### src/sv/tbsc_ram.sv
// Generic single-write, single-read RAM with registered read data.
// No dependencies.
module tbsc_ram #(
  parameter int WIDTH = 8,
  parameter int DEPTH = 16
) (
  input  logic                     clk,
  input  logic                     we,
  input  logic [$clog2(DEPTH)-1:0] waddr,
  input  logic [WIDTH-1:0]         wdata,
  input  logic                     re,
  input  logic [$clog2(DEPTH)-1:0] raddr,
  output logic [WIDTH-1:0]         rdata
);

  logic [WIDTH-1:0] mem [DEPTH];
  logic [WIDTH-1:0] rdata_r;

  // write port
  always_ff @(posedge clk) begin
    if (we) begin
      mem[waddr] <= wdata;
    end
  end

  // registered read port
  always_ff @(posedge clk) begin
    if (re) begin
      rdata_r <= mem[raddr];
    end
  end

  assign rdata = rdata_r;

endmodule

### config.mk
export PLATFORM = sky130hd
export DESIGN_NAME = tbsc_ram
export DESIGN_NICKNAME = d
export VERILOG_FILES = /design/src/sv/tbsc_ram.sv
export SDC_FILE = /design/constraint.sdc
export NUM_CORES = 1
export LEC_CHECK = 0
export ABC_AREA = 1
export BUFFER_PORTS_ARGS = -buffer_cell sky130_fd_sc_hd__buf_4
export CAP_MARGIN = 20
export CORE_ASPECT_RATIO = 0.75
export CORE_MARGIN = 3
export CORE_UTILIZATION = 45
export CTS_CLUSTER_DIAMETER = 80
export CTS_CLUSTER_SIZE = 20
export DETAILED_ROUTE_END_ITERATION = 7
export HOLD_SLACK_MARGIN = 0.06
export PLACE_DENSITY = 0.64
export SLEW_MARGIN = 20
export SYNTH_ARGS = -nofsm -noshare
export SYNTH_HDL_FRONTEND = slang
export SYNTH_SLANG_ARGS = --single-unit
### constraint.sdc
create_clock -name clk -period 2 [get_ports clk]
set_clock_uncertainty 0.1 [all_clocks]
set_input_delay 0.4 -clock clk [delete_from_list [all_inputs] [get_ports clk]]
set_output_delay 0.4 -clock clk [all_outputs]
set_load 0.005 [all_outputs]
## After elaboration in Yosys (flattened, before gate mapping)

Memory sizes are Yosys's and may differ from the RTL's. A register that Yosys moved wholly into a read port is not among the register bits.
Index checks and enable logic that the tools add are counted.

| word-level totals | value |
|---|---|
| register bits after elaboration | 0 |
| memory bits (writable) | 128 |
| input bits | 19 |
| memories kept | 1 |

Memories:

| memory | words | width | rd ports | clocked after memory_dff | wr ports | RTL line | source |
|---|---|---|---|---|---|---|---|
| mem | 16 | 8 | 1 | 1 | 1 | 16 | `logic [WIDTH-1:0] mem [DEPTH];` |

| cells by class | value |
|---|---|
| multiplexer cells | 2 |

Operator list:

| kind | count |
|---|---|
| $mux W1 | 2 |

## Longest topological paths before layout

Gate-level depths: netlist of run 1.

| depth | value |
|---|---|
| depth after elaboration | 2 |
| gate-level depth with buffers | 8 |
| gate-level depth less buffers | 7 |

## Worst setup path before layout of run 1

Ideal clock, no wire load.

| timing path | value |
|---|---|
| path type | input-to-reg |
| start point | input waddr[2] |
| end point | memory mem[10][0] (enable) |
| setup time | 0.370 ns |
| data arrival time | 0.981 ns |
| data required time | 1.530 ns |
| path slack | 0.549 ns |
| stages | 2 |
| path buffers | 0 |
| cells stage by stage | nand3b_1 > nor2_1 |

RTL lines:

| what | RTL line | source |
|---|---|---|
| from (decl) | 9 | `input logic [$clog2(DEPTH)-1:0] waddr,` |
| to (decl) | 16 |  |

No word-level cell before the write port.

## Final worst setup path of run 1

| timing path | value |
|---|---|
| start point | register rdata_r[3] (netlist: rdata[3]) (read register of mem) |
| end point | output rdata[3] |

RTL lines:

| what | RTL line | source |
|---|---|---|
| from (decl) | 17 | `logic [WIDTH-1:0] rdata_r;` |
| to (decl) | 13 | `output logic [WIDTH-1:0] rdata` |

No word-level cell between the ends.

==> results.md, run 1 <==
Clock tree:
- The clock tree buffer depth is 2.
- Buffers inserted during clock tree synthesis total 17.
- After clock tree synthesis, the repair step resized 0 gates.
- The total of hold buffers inserted after clock tree synthesis is 0.
- The root buffer cell chosen for the clock tree is clkbuf_16.
- After clock tree synthesis, the setup repair step added 0 buffers.
- The H-tree depth is 4.
- At the later pin of the worst-skew pair, clock insertion delay measures approximately 400 ps.
- The number of clock sinks seen by CTS is about 140.
- After clock tree synthesis, the clock-pin slew on the worst setup and hold paths is approximately 60 ps.
- TritonCTS built the clock tree.

STA:
- The number of endpoints with negative hold slack in the final report is 0.
- The slew at the pin closest to its max-slew limit is between 400 and 500 ps.
- Static timing analysis puts the maximum clock frequency at approximately 660 MHz.
- Setup slack closes at 487 ps.
- The minimum period implied by the final worst setup slack is about 1500 ps.
- Of the available clock period, the critical path in the final layout requires around three quarters.
- Setup violations remaining at the end of the flow were counted as 0.
- The relative max-transition margin is between 70% and 80%.
- Setup repair after global routing left no endpoint under its margin.
- The setup TNS is 0 ps.
- The count of pins over their slew limit is 0.

Worst setup path:
- The critical path class is flip-flop to output pin.
- For the worst setup path, the data required time is approximately 1500 ps.
- The delay of the slowest cell on the worst path is between 400 and 500 ps.
- At the worst endpoint, the arrival time is between 1000 and 1500 ps.
- Counting both buffers and inverters, the worst setup path holds a total of 1.
- Among cell families on the critical path, the largest total delay comes from flip-flops.
- Walking the worst path, the cells encountered are buf_4.
- Along the worst path, the maximum fanout reaches 1.
- The startpoint class of the critical path is a flip-flop.
- Among all stages on the critical path, the largest delay is contributed by edfxtp_1.
- STA classifies the critical path endpoint as an output pin.

Yosys:
- Averaged over all synthesized cells, the footprint is roughly 11 µm².
- In the synthesized netlist, the number of instances is between 500 and 600.
- The Yosys step of the flow raised 0 warnings.
- The part of the Yosys area used for sequential elements is 69.8%.
- The total nets after synthesis is 570.
- After synthesis the cells add up to just under 0.006 mm².
- Synthesis instantiated 11 different standard cells from the library.
- Counting flops and latches in the post-synthesis netlist gives 136.

Die:
- The row count is 35.
- For this design the top-level I/O count stands at 27.
- The floorplan die area is 0.0144 mm².
- Once the floorplan was initialized, standard cells occupied between 40% and 50% of the core.
- The core region area is roughly 0.012 mm².
- The y dimension of the die is roughly 100 µm.
- The die span in x is about 140 µm.

Global routing:
- Across every metal layer, demand over resource in global routing totals between 10% and 20%.
- The number of antenna violations at the first check in global routing is 0.
- The sum of overflow across all layers after global routing is 0.
- The largest net degree at the start of global routing is 43.
- The global-route wire length before repair is 20.0 mm.
- The number of global-route vias before repair is 3669.

Job:
- The total of max-cap violations is 0.

Drt:
- Across all layers, the routed design uses about 3800 vias.
- In the routed design, unresolved DRC markers number 0.
- The ratio of routed vias to standard cells is 4.85.
- In this run the remaining antenna-violating nets after routing total 0.
- In the final routed layout, each cell accounts on average for about 16 µm.
- The initial detailed-routing violation count is around 300.
- The final wirelength is around 12 mm.
- The number of iterations in the first detailed-routing pass is 5.

Layout:
- The area growth from synthesis to layout is 17.7%.
- For this run, the post-layout net count is around 600.
- Of the cells placed in the final design, the portion with a size suffix greater than 1 is around 13%.
- The antenna diode instance count is 0.

Power:
- The worst IR drop on VDD is around 620 µV.
- Dividing total power by cell area gives a power density of around 970 mW/mm².
- The total power of the final layout is 6.66 mW.
- In this run the static leakage power is approximately 3.0 nW.

Placement:
- The number of buffers inserted by port buffering is 26.
- The HPWL after detailed placement is ~8 mm.
- The congestion estimate from routability-driven global placement came to between 0.7 and 0.8.
- Before CTS, the worst setup slack after placement is ~290 ps.

Status:
- The flow ran to the end, and the final reports show no timing, DRC or antenna violations.

Min path:
- The path class of the tightest hold or removal check is input port to flip-flop.
-- synthesized netlist by cell type --
| library cell | instances | area share, % |
|---|---|---|
| buf_1 | 1 | 0.064 |
| buf_2 | 13 | 1.1 |
| buf_4 | 4 | 0.51 |
| buf_6 | 6 | 1.2 |
| edfxtp_1 | 136 | 70 |
| inv_1 | 100 | 6.4 |
| inv_2 | 2 | 0.13 |
| nand2_1 | 173 | 11 |
| nand3_1 | 97 | 8.3 |
| nand3b_1 | 2 | 0.26 |
| nor2_1 | 17 | 1.1 |
-- layout make-up --
cell class              count  area (µm²)
clock buffers              21         440
clock inverters            10         129
fillers                  1095        5600
inverters                 102         383
multi-input cells         289        1210
flip-flops and latches    136        4080
well taps                 166         208
repair buffers             50         425
-- registers in the layout, summed over array words and instances, names as in the netlist --
| name | cells |
|---|---|
| mem | 128 |
| rdata | 8 |
-- worst paths after layout --
kind / end / startpoint / cells after the start / slack (ps)
setup / recovery: rdata[3] / rdata[3] / 1 / 490
hold / removal: mem[9][4] / wdata[4] / 1 / 200
setup reg to reg: rdata[4] / mem[5][4] / 6 / 820
hold reg to reg: rdata[5] / mem[12][5] / 6 / 630
-- worst reg2reg max path, delay by kind of cell (launching register included) --
kind,cells,cell delay [ps]
buffers and inverters,1,70
DFF,1,370
and+or+nand+nor,5,390
-- stage by stage --
step | utilization (%) | std cells | area [µm²] | hold slack (ps)
after floorplan | - | 551 | 5850 | 399
after global placement | 50.6 | 743 | 6310 | 604
after detailed placement | 50.6 | 743 | 6310 | 610
after CTS | 55.1 | 774 | 6880 | 190
after global routing | 55.1 | 774 | 6880 | 192
final | 55.1 | 774 | 6880 | 203
-- power breakdown --
part / internal, mW / switching, mW / total, mW
Sequential: 3.21 / 0.0215 / 3.23
Combinational: 0.140 / 0.253 / 0.393
Clock: 1.94 / 1.09 / 3.03
-- layout by cell type (no fill, tap or decap) --
cell type / synthesis / routed
nor2_1: 17 / 17
clkinvlp_4: 0 / 2
nand3_1: 97 / 97
nand2_1: 173 / 173
clkbuf_16: 0 / 17
edfxtp_1: 136 / 136
buf_12: 0 / 4
clkinv_1: 0 / 1
clkinv_2: 0 / 4
bufinv_16: 0 / 3
buf_4: 4 / 46
nand3b_1: 2 / 2
inv_2: 2 / 2
clkbuf_1: 0 / 4
inv_1: 100 / 100
-- kinds of logic (layout without fill, tap and decap cells) --
| kind of cell | Yosys count | count (layout) | share of synthesized area, % |
|---|---|---|---|
| DFF | 136 | 136 | 69.8 |
| and+or+nand+nor | 289 | 289 | 20.8 |
| buffers and inverters | 126 | 183 | 9.39 |
-- routing by layer --
metal  track usage, %  wire length [µm]  vias to the layer above
met5                0                 0                        -
met4             4.27               108                        0
met3             4.96               815                       10
met2             27.3              5560                      116
met1             27.8              5910                     1765
li1                 -                 -                     1866
Power figures use the tool's default switching activity.
==> run 2, diff against run 1 <==
PLACE_DENSITY = 0.67   (was 0.64)
clock period = 1.3 ns   (was 2 ns; I/O delays follow)
==> results.md, run 2 (synthesis gave the netlist of run 1 again) <==
Worst setup path:
- The delay of the slowest cell on the worst path is 450 ps (about the same).
- The category of cells accounting for the largest share of critical-path delay is flip-flops.
- The signal on the critical path passes through buf_6.
- The worst endpoint data arrival time is 1000 ps (about the same).
- The startpoint class of the critical path is a flip-flop.
- The largest individual stage delay along the critical path comes from the cell edfxtp_1.
- The maximum fanout along the worst path is 1 (unchanged).
- The critical path class is flip-flop to output pin.
- The endpoint class of the critical path is an output pin.
- The number of buffer and inverter stages on the critical path is 1 (unchanged).
- The data required time at the worst endpoint is 940 ps (-560 ps).

STA:
- The slew at the pin closest to its max-slew limit is 335 ps (-87.4 ps).
- The count of pins over their slew limit came to 0 (unchanged).
- The relative max-transition margin is 77.6% (+5.8 points).
- The number of endpoints with negative hold slack in the final report was 0 (unchanged).
- Setup repair after global routing could not meet its margin everywhere.
- The final count of negative-setup-slack endpoints is 5 (+5).
- The smallest clock period supported by the final layout is computed as between 1000 and 1500 ps.
- The post-layout worst setup margin is -63.9 ps (-551 ps).
- The worst path uses 105% of the clock period.
- The maximum frequency from static timing analysis is 733 MHz.
- The setup TNS is -211 ps (-211 ps).

Power:
- The worst IR drop on VDD is 1020 µV (+64%).
- The total power of the final layout was 10.6 mW (+59%).
- The power density over cell area is 1500 mW/mm² (+55%).
- The standby leakage power is 3.06 nW (+2.9%).

Clock tree:
- The post-CTS setup buffer count was 0 (unchanged).
- The cell at the root of the clock tree is clkbuf_16.
- The source-to-sink clock delay at the later pin of the worst-skew pair is 410 ps (about the same).
- The total CTS buffers is 17 (unchanged).
- The clock tree buffer depth came to 2 (unchanged).
- TritonCTS built the clock tree.
- The number of clock sinks seen by CTS is 136 (unchanged).
- The clock-pin slew on the worst setup and hold paths came to 60 ps (about the same).
- The H-tree depth was 4 (unchanged).

Job:
- The total of max-cap violations is 0 (unchanged).

Global routing:
- The total global-route track usage is 19.6% (+1.0 points).
- The number of antenna violations at the first check in global routing is 1 (+1).
- The number of global-route vias before repair is 3782 (+3.1%).
- The global-route wire length before repair was 20.7 mm (+3.6%).
- The largest net degree at the start of global routing was 27 (-37%).
- The sum of overflow across all layers after global routing is 0 (unchanged).

Placement:
- The pre-CTS setup slack is -242 ps (-530 ps).
- The placed cell count is 753 (+1.3%).
- The HPWL after detailed placement came to 8.86 mm (+13%).
- The routability-driven placement congestion ratio was 0.845 (+7.0%).
- The number of buffers inserted by port buffering came to 26 (unchanged).

Layout:
- The register bank with the most flops is mem.
- The fraction of the core area covered by cells at the end of the flow is 56.7% (+1.5 points).
- The flip-flop count of the largest register after layout is 128 (unchanged).
- The layout net count is 626 (+1.8%).
- The area taken by flip-flops and latches is 0.00408 mm² (unchanged).
- The fill cell instance count of the final layout is 1029 (-6.0%).
- The fraction of final layout cells with drive strength greater than 1 came to 15.0% (+2.2 points).
- The most common cell after layout, fill and taps aside is nand2_1.
- The area taken by multi-input logic gates is 0.00123 mm² (+1.4%).
- The non-filler instance count after layout was 786 (+1.6%).
- The antenna diode instance count is 0 (unchanged).
- The top cell types in the final layout, fill and taps aside, are nand2_1 (172), edfxtp_1 (136), inv_1 (100).
- From synthesis to final layout, the design area changed by 21.0%.

Drt:
- The total via count after detailed routing is 4003 (+6.5%).
- The ratio of routed vias to standard cells came to 5.09 (+4.9%).
- The initial detailed-routing violation count is 375 (+27%).
- The number of remaining DRC errors is 0 (unchanged).
- The number of iterations in the first detailed-routing pass was 5 (unchanged).
- The final wirelength was 13.5 mm (+8.7%).
- The per-cell routed wire length is 17.1 µm (+7.1%).
- The number of nets still failing antenna checks after routing is 0 (unchanged).

Die:
- The count of boundary I/O pins is 27 (unchanged).
- The y dimension of the die is 105 µm (unchanged).
- The die span in x is 138 µm (unchanged).
- The row count is 35 (unchanged).
- The starting density of the core is 46.8% (unchanged).
- The floorplan die area came to 0.0144 mm² (unchanged).
- The core region area is 0.0125 mm² (unchanged).

Status:
- The flow ran to the end, but the final reports show violations.
- The checks that failed: setup timing.

Min path:
- The path class of the lowest-slack min-delay path is input port to flip-flop.
[run 2: cell count changes in the layout (fill, tap and decap cells not counted), sizes merged]
| cell | before | now |
|---|---|---|
| buf | 50 | 60 |
| clkbuf | 21 | 18 |
| bufinv | 3 | 4 |
| clkinv | 5 | 6 |
| clkinvlp | 2 | 3 |
| dlygate4sd3 | 0 | 1 |
| inv | 102 | 103 |
[run 2: per-layer routing]
metal	track usage (%)	vias to the layer above	part of all wire, %
met3	5.49	22	8.7
li1	-	1893	-
met2	27.7	180	44
met1	29.3	1906	46
met5	0	-	0.097
met4	6.27	2	1.1
[run 2: final timing paths]
check / from / endpoint / slack (ps) / cells past startpoint
min: wdata[1] / mem[0][1] / 60 / 1
max reg2reg: mem[5][3] / rdata[3] / 80 / 6
max: rdata[5] / rdata[5] / -60 / 1
min reg2reg: mem[13][1] / rdata[1] / 650 / 6
[run 2: metrics by stage]
step / hold WS [ps] / area [µm²]
finish: 62.4 / 7070
global route: 67.2 / 7070
CTS: 67.6 / 7040
detailed placement: 484 / 6410
global placement: 481 / 6410
floorplan: 259 / 5850
[run 2: cell type report]
| cell class | instances | area share (%) |
|---|---|---|
| Timing Repair Buffer | 61 | 7.89 |
| Multi-Input combinational cell | 289 | 17.4 |
| Inverter | 102 | 5.41 |
| Tap cell | 166 | 2.94 |
| Clock inverter | 14 | 2.55 |
| Sequential cell | 136 | 57.7 |
| Clock buffer | 18 | 6.07 |
[run 2: what timing repair did]
item	in CTS	in global routing
pin swaps	0	1
setup endpoints to repair	5	10
hold buffers	1	0
resized for setup	3	7
gates cloned	0	0
hold endpoints to repair	10	0
[run 2: worst reg2reg max path: cells and delay by family (launching register included)]
kind,cells,cell delay [ps]
AND/OR/NAND/NOR,5,450
flip-flops,1,350
buffers and inverters,1,60
[run 2: where the power goes]
| part | internal [mW] | switching, mW |
|---|---|---|
| clock | 3.18 | 1.76 |
| combinational | 0.257 | 0.431 |
| sequential | 4.94 | 0.0342 |
