## src/sv/tbsc_pkg.sv

```systemverilog
// Package for the binary tree shape checker: sizes, item and result
// structs, memory request structs and the sequencer state type. No dependencies.
package tbsc_pkg;

  // Store depth; node indexes and counts are sized from it
  localparam int MAX_NODES   = 1024;
  localparam int NODE_IDX_W  = $clog2(MAX_NODES);
  localparam int NODE_CNT_W  = NODE_IDX_W + 1;
  // Child index width on the input ports
  localparam int FIELD_IDX_W = 10;
  // Width used to range-check a child index against the node count
  localparam int CMP_W = (FIELD_IDX_W > NODE_CNT_W) ? FIELD_IDX_W : NODE_CNT_W;

  typedef logic [NODE_IDX_W-1:0]  node_idx_t;
  typedef logic [NODE_CNT_W-1:0]  node_cnt_t;
  typedef logic [FIELD_IDX_W-1:0] fidx_t;
  typedef logic [CMP_W-1:0]       cmp_t;

  // One input beat
  typedef struct packed {
    logic  left_present;
    fidx_t left_index;
    logic  right_present;
    fidx_t right_index;
    logic  last_node;
  } item_t;

  // One result beat
  typedef struct packed {
    logic strobe;
    logic valid_res;
    logic overflow;
  } res_t;

  // Child table word, one per node
  typedef struct packed {
    logic  lp;
    fidx_t li;
    logic  rp;
    fidx_t ri;
  } tbl_entry_t;

  // Parent count and visited flag, one per node
  typedef struct packed {
    logic       visited;
    logic [1:0] count;
  } cnt_word_t;

  typedef struct packed {
    logic       we;
    node_idx_t  waddr;
    tbl_entry_t wdata;
    logic       re;
    node_idx_t  raddr;
  } tbl_req_t;

  typedef struct packed {
    logic      we;
    node_idx_t waddr;
    cnt_word_t wdata;
    logic      re;
    node_idx_t raddr;
  } cnt_req_t;

  typedef struct packed {
    logic      we;
    node_idx_t waddr;
    node_idx_t wdata;
    logic      re;
    node_idx_t raddr;
  } stk_req_t;

  typedef enum logic [3:0] {
    ST_IDLE,
    ST_PAR_RD,
    ST_PAR_L,
    ST_PAR_LWR,
    ST_PAR_R,
    ST_PAR_RWR,
    ST_SCAN_RD,
    ST_SCAN_EV,
    ST_WALK_POP,
    ST_WALK_RD,
    ST_WALK_VIS,
    ST_WALK_PUSH,
    ST_CLR
  } st_t;

  // Child field widened for the range check against the node count
  function automatic cmp_t child_cmp(input fidx_t c);
    return CMP_W'(c);
  endfunction

  // Child field as a store address (only meaningful once range-checked)
  function automatic node_idx_t child_addr(input fidx_t c);
    cmp_t w;
    w = CMP_W'(c);
    return w[NODE_IDX_W-1:0];
  endfunction

endpackage

```

## src/sv/tbsc_seq.sv

```systemverilog
// Sequencer of the shape checker: loads nodes, runs the parent count,
// root scan, depth-first walk and clear passes over the stores. Uses tbsc_pkg.
module tbsc_seq (
  input  logic                clk,
  input  logic                rst_n,
  input  logic                start,
  input  tbsc_pkg::item_t     item,
  output logic                busy,
  output tbsc_pkg::res_t      res,
  output tbsc_pkg::tbl_req_t  tbl_req,
  input  tbsc_pkg::tbl_entry_t tbl_rdata,
  output tbsc_pkg::cnt_req_t  cnt_req,
  input  tbsc_pkg::cnt_word_t cnt_rdata,
  output tbsc_pkg::stk_req_t  stk_req,
  input  tbsc_pkg::node_idx_t stk_rdata
);

  tbsc_pkg::st_t       state_r, state_nxt;
  tbsc_pkg::node_cnt_t idx_r, idx_nxt;
  tbsc_pkg::node_cnt_t node_total_r, node_total_nxt;
  tbsc_pkg::node_cnt_t clr_lim_r, clr_lim_nxt;
  tbsc_pkg::node_cnt_t depth_r, depth_nxt;
  tbsc_pkg::node_cnt_t reached_r, reached_nxt;
  tbsc_pkg::node_idx_t root_r, root_nxt;
  tbsc_pkg::node_idx_t node_r, node_nxt;
  tbsc_pkg::tbl_entry_t entry_r, entry_nxt;
  logic [1:0]          roots_r, roots_nxt;
  logic                bad_seen_r, bad_seen_nxt;
  logic                fail_r, fail_nxt;
  logic                emit_r, emit_nxt;
  tbsc_pkg::res_t      res_r, res_nxt;

  // control registers
  always_ff @(posedge clk) begin
    if (!rst_n) begin
      state_r      <= tbsc_pkg::ST_CLR;
      idx_r        <= '0;
      node_total_r <= '0;
      clr_lim_r    <= tbsc_pkg::NODE_CNT_W'(tbsc_pkg::MAX_NODES);
      depth_r      <= '0;
      reached_r    <= '0;
      roots_r      <= '0;
      bad_seen_r   <= 1'b0;
      fail_r       <= 1'b0;
      emit_r       <= 1'b0;
      res_r        <= '0;
    end else begin
      state_r      <= state_nxt;
      idx_r        <= idx_nxt;
      node_total_r <= node_total_nxt;
      clr_lim_r    <= clr_lim_nxt;
      depth_r      <= depth_nxt;
      reached_r    <= reached_nxt;
      roots_r      <= roots_nxt;
      bad_seen_r   <= bad_seen_nxt;
      fail_r       <= fail_nxt;
      emit_r       <= emit_nxt;
      res_r        <= res_nxt;
    end
  end

  // payload registers
  always_ff @(posedge clk) begin
    root_r  <= root_nxt;
    node_r  <= node_nxt;
    entry_r <= entry_nxt;
  end

  // next state, counters and store requests
  always_comb begin
    tbsc_pkg::node_cnt_t idx_inc;
    tbsc_pkg::cnt_word_t cw;
    logic [1:0]          roots_v;
    tbsc_pkg::node_idx_t root_v;
    logic                full;

    state_nxt      = state_r;
    idx_nxt        = idx_r;
    node_total_nxt = node_total_r;
    clr_lim_nxt    = clr_lim_r;
    depth_nxt      = depth_r;
    reached_nxt    = reached_r;
    root_nxt       = root_r;
    node_nxt       = node_r;
    entry_nxt      = entry_r;
    roots_nxt      = roots_r;
    bad_seen_nxt   = bad_seen_r;
    fail_nxt       = fail_r;
    emit_nxt       = emit_r;
    res_nxt        = res_r;
    res_nxt.strobe = 1'b0;
    tbl_req        = '0;
    cnt_req        = '0;
    stk_req        = '0;

    idx_inc = idx_r + 1'b1;
    full    = (depth_r >= tbsc_pkg::NODE_CNT_W'(tbsc_pkg::MAX_NODES));
    cw      = cnt_rdata;
    roots_v = roots_r;
    root_v  = root_r;

    case (state_r)
      // take node beats; the last one starts the check, or reports overflow if the set did not fit
      tbsc_pkg::ST_IDLE: begin
        if (start) begin
          if (node_total_r < tbsc_pkg::NODE_CNT_W'(tbsc_pkg::MAX_NODES)) begin
            tbl_req.we    = 1'b1;
            tbl_req.waddr = node_total_r[tbsc_pkg::NODE_IDX_W-1:0];
            tbl_req.wdata = '{lp: item.left_present, li: item.left_index,
                              rp: item.right_present, ri: item.right_index};
            node_total_nxt = node_total_r + 1'b1;
          end else begin
            bad_seen_nxt = 1'b1;
          end
          if (item.last_node) begin
            if (bad_seen_r ||
                node_total_r >= tbsc_pkg::NODE_CNT_W'(tbsc_pkg::MAX_NODES)) begin
              res_nxt        = '{strobe: 1'b1, valid_res: 1'b0, overflow: 1'b1};
              node_total_nxt = '0;
              bad_seen_nxt   = 1'b0;
            end else begin
              idx_nxt   = '0;
              fail_nxt  = 1'b0;
              roots_nxt = '0;
              state_nxt = tbsc_pkg::ST_PAR_RD;
            end
          end
        end
      end

      // parent count pass: fetch child pair of node idx
      tbsc_pkg::ST_PAR_RD: begin
        tbl_req.re    = 1'b1;
        tbl_req.raddr = idx_r[tbsc_pkg::NODE_IDX_W-1:0];
        state_nxt     = tbsc_pkg::ST_PAR_L;
      end

      tbsc_pkg::ST_PAR_L: begin
        entry_nxt = tbl_rdata;
        if (tbl_rdata.lp) begin
          if (tbsc_pkg::child_cmp(tbl_rdata.li) >= tbsc_pkg::CMP_W'(node_total_r)) begin
            fail_nxt    = 1'b1;
            idx_nxt     = '0;
            clr_lim_nxt = node_total_r;
            emit_nxt    = 1'b1;
            state_nxt   = tbsc_pkg::ST_CLR;
          end else begin
            cnt_req.re    = 1'b1;
            cnt_req.raddr = tbsc_pkg::child_addr(tbl_rdata.li);
            state_nxt     = tbsc_pkg::ST_PAR_LWR;
          end
        end else begin
          state_nxt = tbsc_pkg::ST_PAR_R;
        end
      end

      tbsc_pkg::ST_PAR_LWR: begin
        cnt_req.we    = 1'b1;
        cnt_req.waddr = tbsc_pkg::child_addr(entry_r.li);
        cnt_req.wdata = '{visited: cw.visited,
                          count: (cw.count == 2'd3) ? 2'd3 : cw.count + 2'd1};
        state_nxt     = tbsc_pkg::ST_PAR_R;
      end

      tbsc_pkg::ST_PAR_R: begin
        if (entry_r.rp) begin
          if (tbsc_pkg::child_cmp(entry_r.ri) >= tbsc_pkg::CMP_W'(node_total_r)) begin
            fail_nxt    = 1'b1;
            idx_nxt     = '0;
            clr_lim_nxt = node_total_r;
            emit_nxt    = 1'b1;
            state_nxt   = tbsc_pkg::ST_CLR;
          end else begin
            cnt_req.re    = 1'b1;
            cnt_req.raddr = tbsc_pkg::child_addr(entry_r.ri);
            state_nxt     = tbsc_pkg::ST_PAR_RWR;
          end
        end else if (idx_inc == node_total_r) begin
          idx_nxt   = '0;
          state_nxt = tbsc_pkg::ST_SCAN_RD;
        end else begin
          idx_nxt   = idx_inc;
          state_nxt = tbsc_pkg::ST_PAR_RD;
        end
      end

      tbsc_pkg::ST_PAR_RWR: begin
        cnt_req.we    = 1'b1;
        cnt_req.waddr = tbsc_pkg::child_addr(entry_r.ri);
        cnt_req.wdata = '{visited: cw.visited,
                          count: (cw.count == 2'd3) ? 2'd3 : cw.count + 2'd1};
        if (idx_inc == node_total_r) begin
          idx_nxt   = '0;
          state_nxt = tbsc_pkg::ST_SCAN_RD;
        end else begin
          idx_nxt   = idx_inc;
          state_nxt = tbsc_pkg::ST_PAR_RD;
        end
      end

      // root scan: no double parents, count parentless nodes
      tbsc_pkg::ST_SCAN_RD: begin
        cnt_req.re    = 1'b1;
        cnt_req.raddr = idx_r[tbsc_pkg::NODE_IDX_W-1:0];
        state_nxt     = tbsc_pkg::ST_SCAN_EV;
      end

      tbsc_pkg::ST_SCAN_EV: begin
        if (cw.count > 2'd1) begin
          fail_nxt    = 1'b1;
          idx_nxt     = '0;
          clr_lim_nxt = node_total_r;
          emit_nxt    = 1'b1;
          state_nxt   = tbsc_pkg::ST_CLR;
        end else begin
          if (cw.count == 2'd0) begin
            if (roots_v != 2'd2) begin
              roots_v = roots_v + 2'd1;
            end
            root_v = idx_r[tbsc_pkg::NODE_IDX_W-1:0];
          end
          roots_nxt = roots_v;
          root_nxt  = root_v;
          if (idx_inc == node_total_r) begin
            if (roots_v == 2'd1) begin
              // seed the stack with the root
              stk_req.we    = 1'b1;
              stk_req.waddr = '0;
              stk_req.wdata = root_v;
              depth_nxt     = tbsc_pkg::NODE_CNT_W'(1);
              reached_nxt   = '0;
              state_nxt     = tbsc_pkg::ST_WALK_POP;
            end else begin
              fail_nxt    = 1'b1;
              idx_nxt     = '0;
              clr_lim_nxt = node_total_r;
              emit_nxt    = 1'b1;
              state_nxt   = tbsc_pkg::ST_CLR;
            end
          end else begin
            idx_nxt   = idx_inc;
            state_nxt = tbsc_pkg::ST_SCAN_RD;
          end
        end
      end

      // depth-first walk: pop, or finish when the stack is empty
      tbsc_pkg::ST_WALK_POP: begin
        if (depth_r == '0) begin
          fail_nxt    = (reached_r != node_total_r);
          idx_nxt     = '0;
          clr_lim_nxt = node_total_r;
          emit_nxt    = 1'b1;
          state_nxt   = tbsc_pkg::ST_CLR;
        end else begin
          stk_req.re    = 1'b1;
          stk_req.raddr = depth_nxt[tbsc_pkg::NODE_IDX_W-1:0];
          depth_nxt     = depth_r - 1'b1;
          stk_req.raddr = depth_nxt[tbsc_pkg::NODE_IDX_W-1:0];
          state_nxt     = tbsc_pkg::ST_WALK_RD;
        end
      end

      tbsc_pkg::ST_WALK_RD: begin
        node_nxt = stk_rdata;
        if (tbsc_pkg::NODE_CNT_W'(stk_rdata) >= node_total_r) begin
          fail_nxt    = 1'b1;
          idx_nxt     = '0;
          clr_lim_nxt = node_total_r;
          emit_nxt    = 1'b1;
          state_nxt   = tbsc_pkg::ST_CLR;
        end else begin
          tbl_req.re    = 1'b1;
          tbl_req.raddr = stk_rdata;
          cnt_req.re    = 1'b1;
          cnt_req.raddr = stk_rdata;
          state_nxt     = tbsc_pkg::ST_WALK_VIS;
        end
      end

      // mark visited, push left child
      tbsc_pkg::ST_WALK_VIS: begin
        entry_nxt = tbl_rdata;
        if (cw.visited || (tbl_rdata.lp && full)) begin
          fail_nxt    = 1'b1;
          idx_nxt     = '0;
          clr_lim_nxt = node_total_r;
          emit_nxt    = 1'b1;
          state_nxt   = tbsc_pkg::ST_CLR;
        end else begin
          cnt_req.we    = 1'b1;
          cnt_req.waddr = node_r;
          cnt_req.wdata = '{visited: 1'b1, count: cw.count};
          reached_nxt   = reached_r + 1'b1;
          if (tbl_rdata.lp) begin
            stk_req.we    = 1'b1;
            stk_req.waddr = depth_r[tbsc_pkg::NODE_IDX_W-1:0];
            stk_req.wdata = tbsc_pkg::child_addr(tbl_rdata.li);
            depth_nxt     = depth_r + 1'b1;
          end
          state_nxt = tbsc_pkg::ST_WALK_PUSH;
        end
      end

      // push right child
      tbsc_pkg::ST_WALK_PUSH: begin
        if (entry_r.rp && full) begin
          fail_nxt    = 1'b1;
          idx_nxt     = '0;
          clr_lim_nxt = node_total_r;
          emit_nxt    = 1'b1;
          state_nxt   = tbsc_pkg::ST_CLR;
        end else begin
          if (entry_r.rp) begin
            stk_req.we    = 1'b1;
            stk_req.waddr = depth_r[tbsc_pkg::NODE_IDX_W-1:0];
            stk_req.wdata = tbsc_pkg::child_addr(entry_r.ri);
            depth_nxt     = depth_r + 1'b1;
          end
          state_nxt = tbsc_pkg::ST_WALK_POP;
        end
      end

      // clear counts and visited flags of the first clr_lim entries, then report if due and go idle
      tbsc_pkg::ST_CLR: begin
        cnt_req.we    = 1'b1;
        cnt_req.waddr = idx_r[tbsc_pkg::NODE_IDX_W-1:0];
        cnt_req.wdata = '0;
        idx_nxt       = idx_inc;
        if (idx_inc == clr_lim_r) begin
          if (emit_r) begin
            res_nxt = '{strobe: 1'b1, valid_res: !fail_r, overflow: 1'b0};
          end
          emit_nxt       = 1'b0;
          node_total_nxt = '0;
          bad_seen_nxt   = 1'b0;
          idx_nxt        = '0;
          state_nxt      = tbsc_pkg::ST_IDLE;
        end
      end

      default: begin
        state_nxt = tbsc_pkg::ST_IDLE;
      end
    endcase
  end

  assign busy = (state_r != tbsc_pkg::ST_IDLE);
  assign res  = res_r;

endmodule

```

## config.mk

```make
export PLATFORM = sky130hd
export DESIGN_NAME = tbsc_seq
export DESIGN_NICKNAME = d
export VERILOG_FILES = /design/src/sv/tbsc_pkg.sv /design/src/sv/tbsc_seq.sv
export SDC_FILE = /design/constraint.sdc
export NUM_CORES = 1
export LEC_CHECK = 0
export BUFFER_PORTS_ARGS = -buffer_cell sky130_fd_sc_hd__buf_4
export CAP_MARGIN = 0
export CORE_ASPECT_RATIO = 1.2
export CORE_MARGIN = 1.5
export CORE_UTILIZATION = 61
export DETAILED_ROUTE_END_ITERATION = 8
export GPL_TIMING_DRIVEN = 0
export PLACE_DENSITY = 0.88
export SLEW_MARGIN = 20
export SYNTH_ARGS = -nofsm -noshare
export SYNTH_HDL_FRONTEND = slang
export SYNTH_SLANG_ARGS = --single-unit
```

## constraint.sdc

```tcl
create_clock -name clk -period 7.4 [get_ports clk]
set_input_delay 0.74 -clock clk [delete_from_list [all_inputs] [get_ports clk]]
set_output_delay 0.74 -clock clk [all_outputs]
set_load 0.01 [all_outputs]
```

## Word-level counts from Yosys, hierarchy flattened

Index checks and enable logic that the tools add are counted.
W data, S select, Z words.

| operators by class | value |
|---|---|
| add/sub/neg operators | 7 |
| magnitude comparators | 7 |
| equal/unequal tests | 44 |
| multiplexer cells | 128 |
| bitwise operators | 1 |
| reduce and logical (&&, ||, !) cells | 29 |

Operators with widths:

| operator | number |
|---|---|
| $mux W11 | 51 |
| $mux W21 | 7 |
| $pmux W11 S10 | 1 |
| $mux W33 | 3 |
| $pmux W11 S4 | 2 |
| $pmux W11 S7 | 1 |
| $pmux W11 S2 | 3 |
| $pmux W21 S3 | 1 |
| $pmux W14 S4 | 1 |
| $pmux W4 S13 | 1 |
| $ne A2 B2 Y1 const B | 23 |
| $add A11 B1 Y11 const B | 4 |
| $mux W4 | 10 |
| $ge A10 B11 Y1 | 3 |
| $mux W3 | 11 |
| $reduce_and A12 Y1 | 2 |
| $eq A11 B11 Y1 | 2 |
| $ge A11 B11 Y1 const B | 2 |
| $eq A4 B4 Y1 const B | 5 |
| $mux W1 | 20 |
| $mux W2 | 9 |
| $eq A4 B3 Y1 const B | 4 |
| $pmux W1 S8 | 2 |
| $reduce_bool A8 Y1 | 2 |
| other kinds (36) | 46 |

| storage, ports and cells | value |
|---|---|
| register bits | 108 |
| bits of input ports | 61 |
| logic and storage cells | 234 |

## Longest topological paths before layout

| logic depth | value |
|---|---|
| depth after elaboration | 10 |
| gate-level depth with buffers | 13 |
| gate-level depth less buffers | 10 |

## Worst setup path after synthesis

OpenSTA, ideal clock, no wires.

| timing path | value |
|---|---|
| kind | input port to output port |
| start | in stk_rdata[6] |
| end | out tbl_req[0] (netlist name) |
| arrival time | 2.666 ns |
| required time | 6.660 ns |
| path slack | 3.994 ns |
| cell stages on the path | 9 |
| buffers on the path | 1 |
| cell sequence | ha_1 -> a2111oi_0 -> o21ai_0 -> a211oi_1 -> a21oi_1 -> nor3_1 -> clkbuf_1 -> nand2_1 -> a21oi_1 |

RTL lines:

| item | line | text |
|---|---|---|
| from (decl) | tbsc_seq.sv:15 | `input tbsc_pkg::node_idx_t stk_rdata` |
| to (decl) | tbsc_seq.sv:10 | `output tbsc_pkg::tbl_req_t tbl_req,` |

==> results.md <==
* Outcome: finished, final reports clean
* Top layer reached by signal wires: met4
* Slew headroom at 25.4%
* Max cap viols at 0
* Synth Instances at between 900 and 1000
* Period minus WS final at approximately 4900 ps
* Worst Path Required at between 6000 and 7000 ps
* Fin nets at roughly 1300
* Critical Path Sink: stk_req[15]
* Initial DRC Count at about 1200
* Clock sinks at 108
* Clk_lat worst skew at around 370 ps
* # DRC at 0
* Worst setup SP type: flip-flop
* CP Capture Type: output pin
* Routed WL at 27.2 mm
* Largest net degree at the start of global routing at 20
* WL met3 at between 2 and 3 mm
* Register area share after synthesis at between 30% and 40%
* Final HPWL DP at 20.3 mm
* Hold Startpoint: clr_lim_r[9]
* Post-synthesis area per instance at just over 8 µm²
* Die W at 108 µm
* VDD IR-drop max at between 0.00015 and 0.0002 V
* Post-CTS Hold Fix Bufs at 0
* Post-route core utilization at between 70% and 80%
* Cells on worst reg2reg path at 10
* Vias per cell at approximately 6.5
* Yosys reg bits at roughly 110
* Number of iterations in the first detailed-routing pass at 9
* Leading cell type in the layout, fill and taps excluded: buf_4
* Finished Cell Area at 0.00984 mm²
* Leak at between 4 and 5 nW
* Metal2 WL at ~13 mm
* Max H-tree Level at 3
* Hold Fails Final Rpt at 0
* FFs w/ async S/R, synth at 0%
* Pre-CTS setup slack at between 3000 and 4000 ps
* Clock skew at about 8.4 ps
* Die Span Y at around 130 µm
* DRT met1 WL at 10.4 mm
* CTS tree: done
* Post-CTS sizing at 0
* Num rows at 45
* Post-Syn Area at around 0.0081 mm²
* Crit-path max FO at 10
* Routed len/inst at just over 20 µm
* Die ar. at 0.0139 mm²
* First-pass GRT wire length at just over 40 mm
* ANT nets after route at 0
* Tcrit/Tclk final at ~66%
* Initial core utilization at approximately 63%
* P&R area growth vs syn at 22.1%
* Number of global-route vias before repair at approximately 7800
* Hold slack at about 470 ps
* TritonCTS Buffers at 9
* Slew at the pin closest to its max-slew limit at between 1000 and 1500 ps
* Initial antenna violation count at 0
* Port Buffers at roughly 160
* Post-synthesis net count at ~1100
* Library cells used by synthesis at 77
* Total grt overflow at 0
* N_diodes at 0
* Postcts setup bufs at 0
* DP Area at roughly 0.0095 mm²
* HP Class: flip-flop to flip-flop
* Gpl congestion at roughly 1.0
* Root buf cell: clkbuf_16
* F_max at a little over 0.2 GHz
* Core footprint at about 0.013 mm²
* Yosys warnings at 0
* Setup violations, final at 0
* Top-Level Pins at between 150 and 200
* Post-synth top flop: dfxtp_1
* Final WS setup at ~2500 ps
* Reg2reg start: idx_r[1]
* Worst EP arrival at 4160 ps
* Fin. max-slew vios at 0
* Power Density at about 200 mW/mm²
* RSZ-0062 raised after global routing: no
* Critical path class: flip-flop to output pin
* Longest Clk Path Bufs at 2
* Commonest non-fill, non-tap cells in the layout: buf_4 (167), nand2_1 (138), dfxtp_1 (67), clkbuf_1 (64), nor2_1 (64)
* Post-synth EDFFs at between 40 and 50
* Clock slew seen by the registers of the worst setup and hold paths at ~70 ps
* Sum Neg Setup Slack at 0 ps
* Detailed-route via count at around 8700
* GR Util All Layers at between 30% and 40%
* FF-to-FF setup slack at roughly 3400 ps
* Share of layout cells above drive strength 1 at between 10% and 20%
* Reg-to-Reg End: idx_r[2]
* Crit path launch: idx_r[1]
[cell usage after synthesis (8+ instances only)]
master | instances | area share [%]
xnor2_1 | 31 | 3.4
nand4_1 | 15 | 1.2
ha_1 | 38 | 5.9
buf_2 | 8 | 0.50
nand2b_1 | 18 | 1.4
a22oi_1 | 17 | 1.6
nor4_1 | 10 | 0.78
inv_1 | 41 | 1.9
or3_1 | 15 | 1.2
o211ai_1 | 17 | 1.6
nand3_1 | 32 | 2.0
mux2_2 | 10 | 1.4
clkbuf_1 | 64 | 3.0
nor2b_1 | 16 | 1.2
o21ai_0 | 44 | 2.7
and2_1 | 13 | 1.0
nand2_1 | 138 | 6.4
dfxtp_1 | 67 | 17
mux2i_1 | 18 | 2.2
xor2_1 | 14 | 1.5
a222oi_1 | 20 | 2.5
nor2_1 | 64 | 3.0
o22ai_1 | 8 | 0.62
nor3_1 | 19 | 1.2
edfxtp_1 | 41 | 15
a21oi_1 | 62 | 3.8
and3_1 | 44 | 3.4
[registers in the layout (all words and copies together) (netlist names)]
signal        flops
root_r           10
emit_r            1
fail_r            1
node_total_r     11
bad_seen_r        1
state_r           4
roots_r           2
clr_lim_r        11
entry_r          21
node_r           10
depth_r          11
reached_r        11
idx_r            11
res               3
[layout make-up]
class / count / area, µm²
inverter: 42 / 158
sequential: 108 / 2570
multi-input combinational: 764 / 5000
timing repair buffer: 165 / 1240
clock buffer: 9 / 225
tap: 164 / 205
buffer: 81 / 340
clock inverter: 7 / 105
fill: 966 / 2940
[logic make-up after synthesis]
group | synth area share, %
XOR/XNOR | 6.28
adder cells (fa/ha/maj) | 5.90
AND/OR/NAND/NOR | 26.2
AO/OA/AOI/OAI | 19.9
buffers and inverters | 6.18
flip-flops | 31.9
multiplexers | 3.63
[stage by stage]
stage | cells | power [mW]
after floorplan | 995 | 1.21
after global placement | 1323 | 1.44
after detailed placement | 1324 | 1.45
after CTS | 1340 | 1.99
after global routing | 1340 | 2.10
final | 1340 | 2.01
[power by group]
| part | switching, mW | internal, mW | leakage, nW | total (mW) |
|---|---|---|---|---|
| registers | 0.0318 | 0.640 | 0.910 | 0.672 |
| clock network | 0.247 | 0.303 | 0.159 | 0.550 |
| logic | 0.493 | 0.296 | 3.01 | 0.790 |
[critical path, cell delays in order, from the launching register on]
cell and delay [ps]:
dfxtp_1 570, ha_1 240, and4_1 190, buf_2 170, a22oi_1 100, a2111oi_0 660, nand4_1 200, and4bb_2 460
buf_2 300, buf_1 440, nand3_1 170, nand2_1 140, buf_4 130
[worst min-delay path by stage]
| stage | endpoint | slack [ps] | depth (start not counted) |
|---|---|---|---|
| 2_1_floorplan | fail_r | 430 | 2 |
| 3_3_place_gp | fail_r | 440 | 2 |
| 3_5_place_dp | fail_r | 440 | 2 |
| 4_1_cts | fail_r | 470 | 2 |
| 5_1_grt | clr_lim_r[8] | 490 | 2 |
| 6_report | clr_lim_r[9] | 470 | 2 |
[routing by layer]
metal / track usage, % / vias up
met5: 0 / -
met4: 16.9 / 0
met3: 8.51 / 107
met2: 61.7 / 570
met1: 50.0 / 4015
li1: - / 3997
No activity file was read; power rests on OpenSTA's default activity.
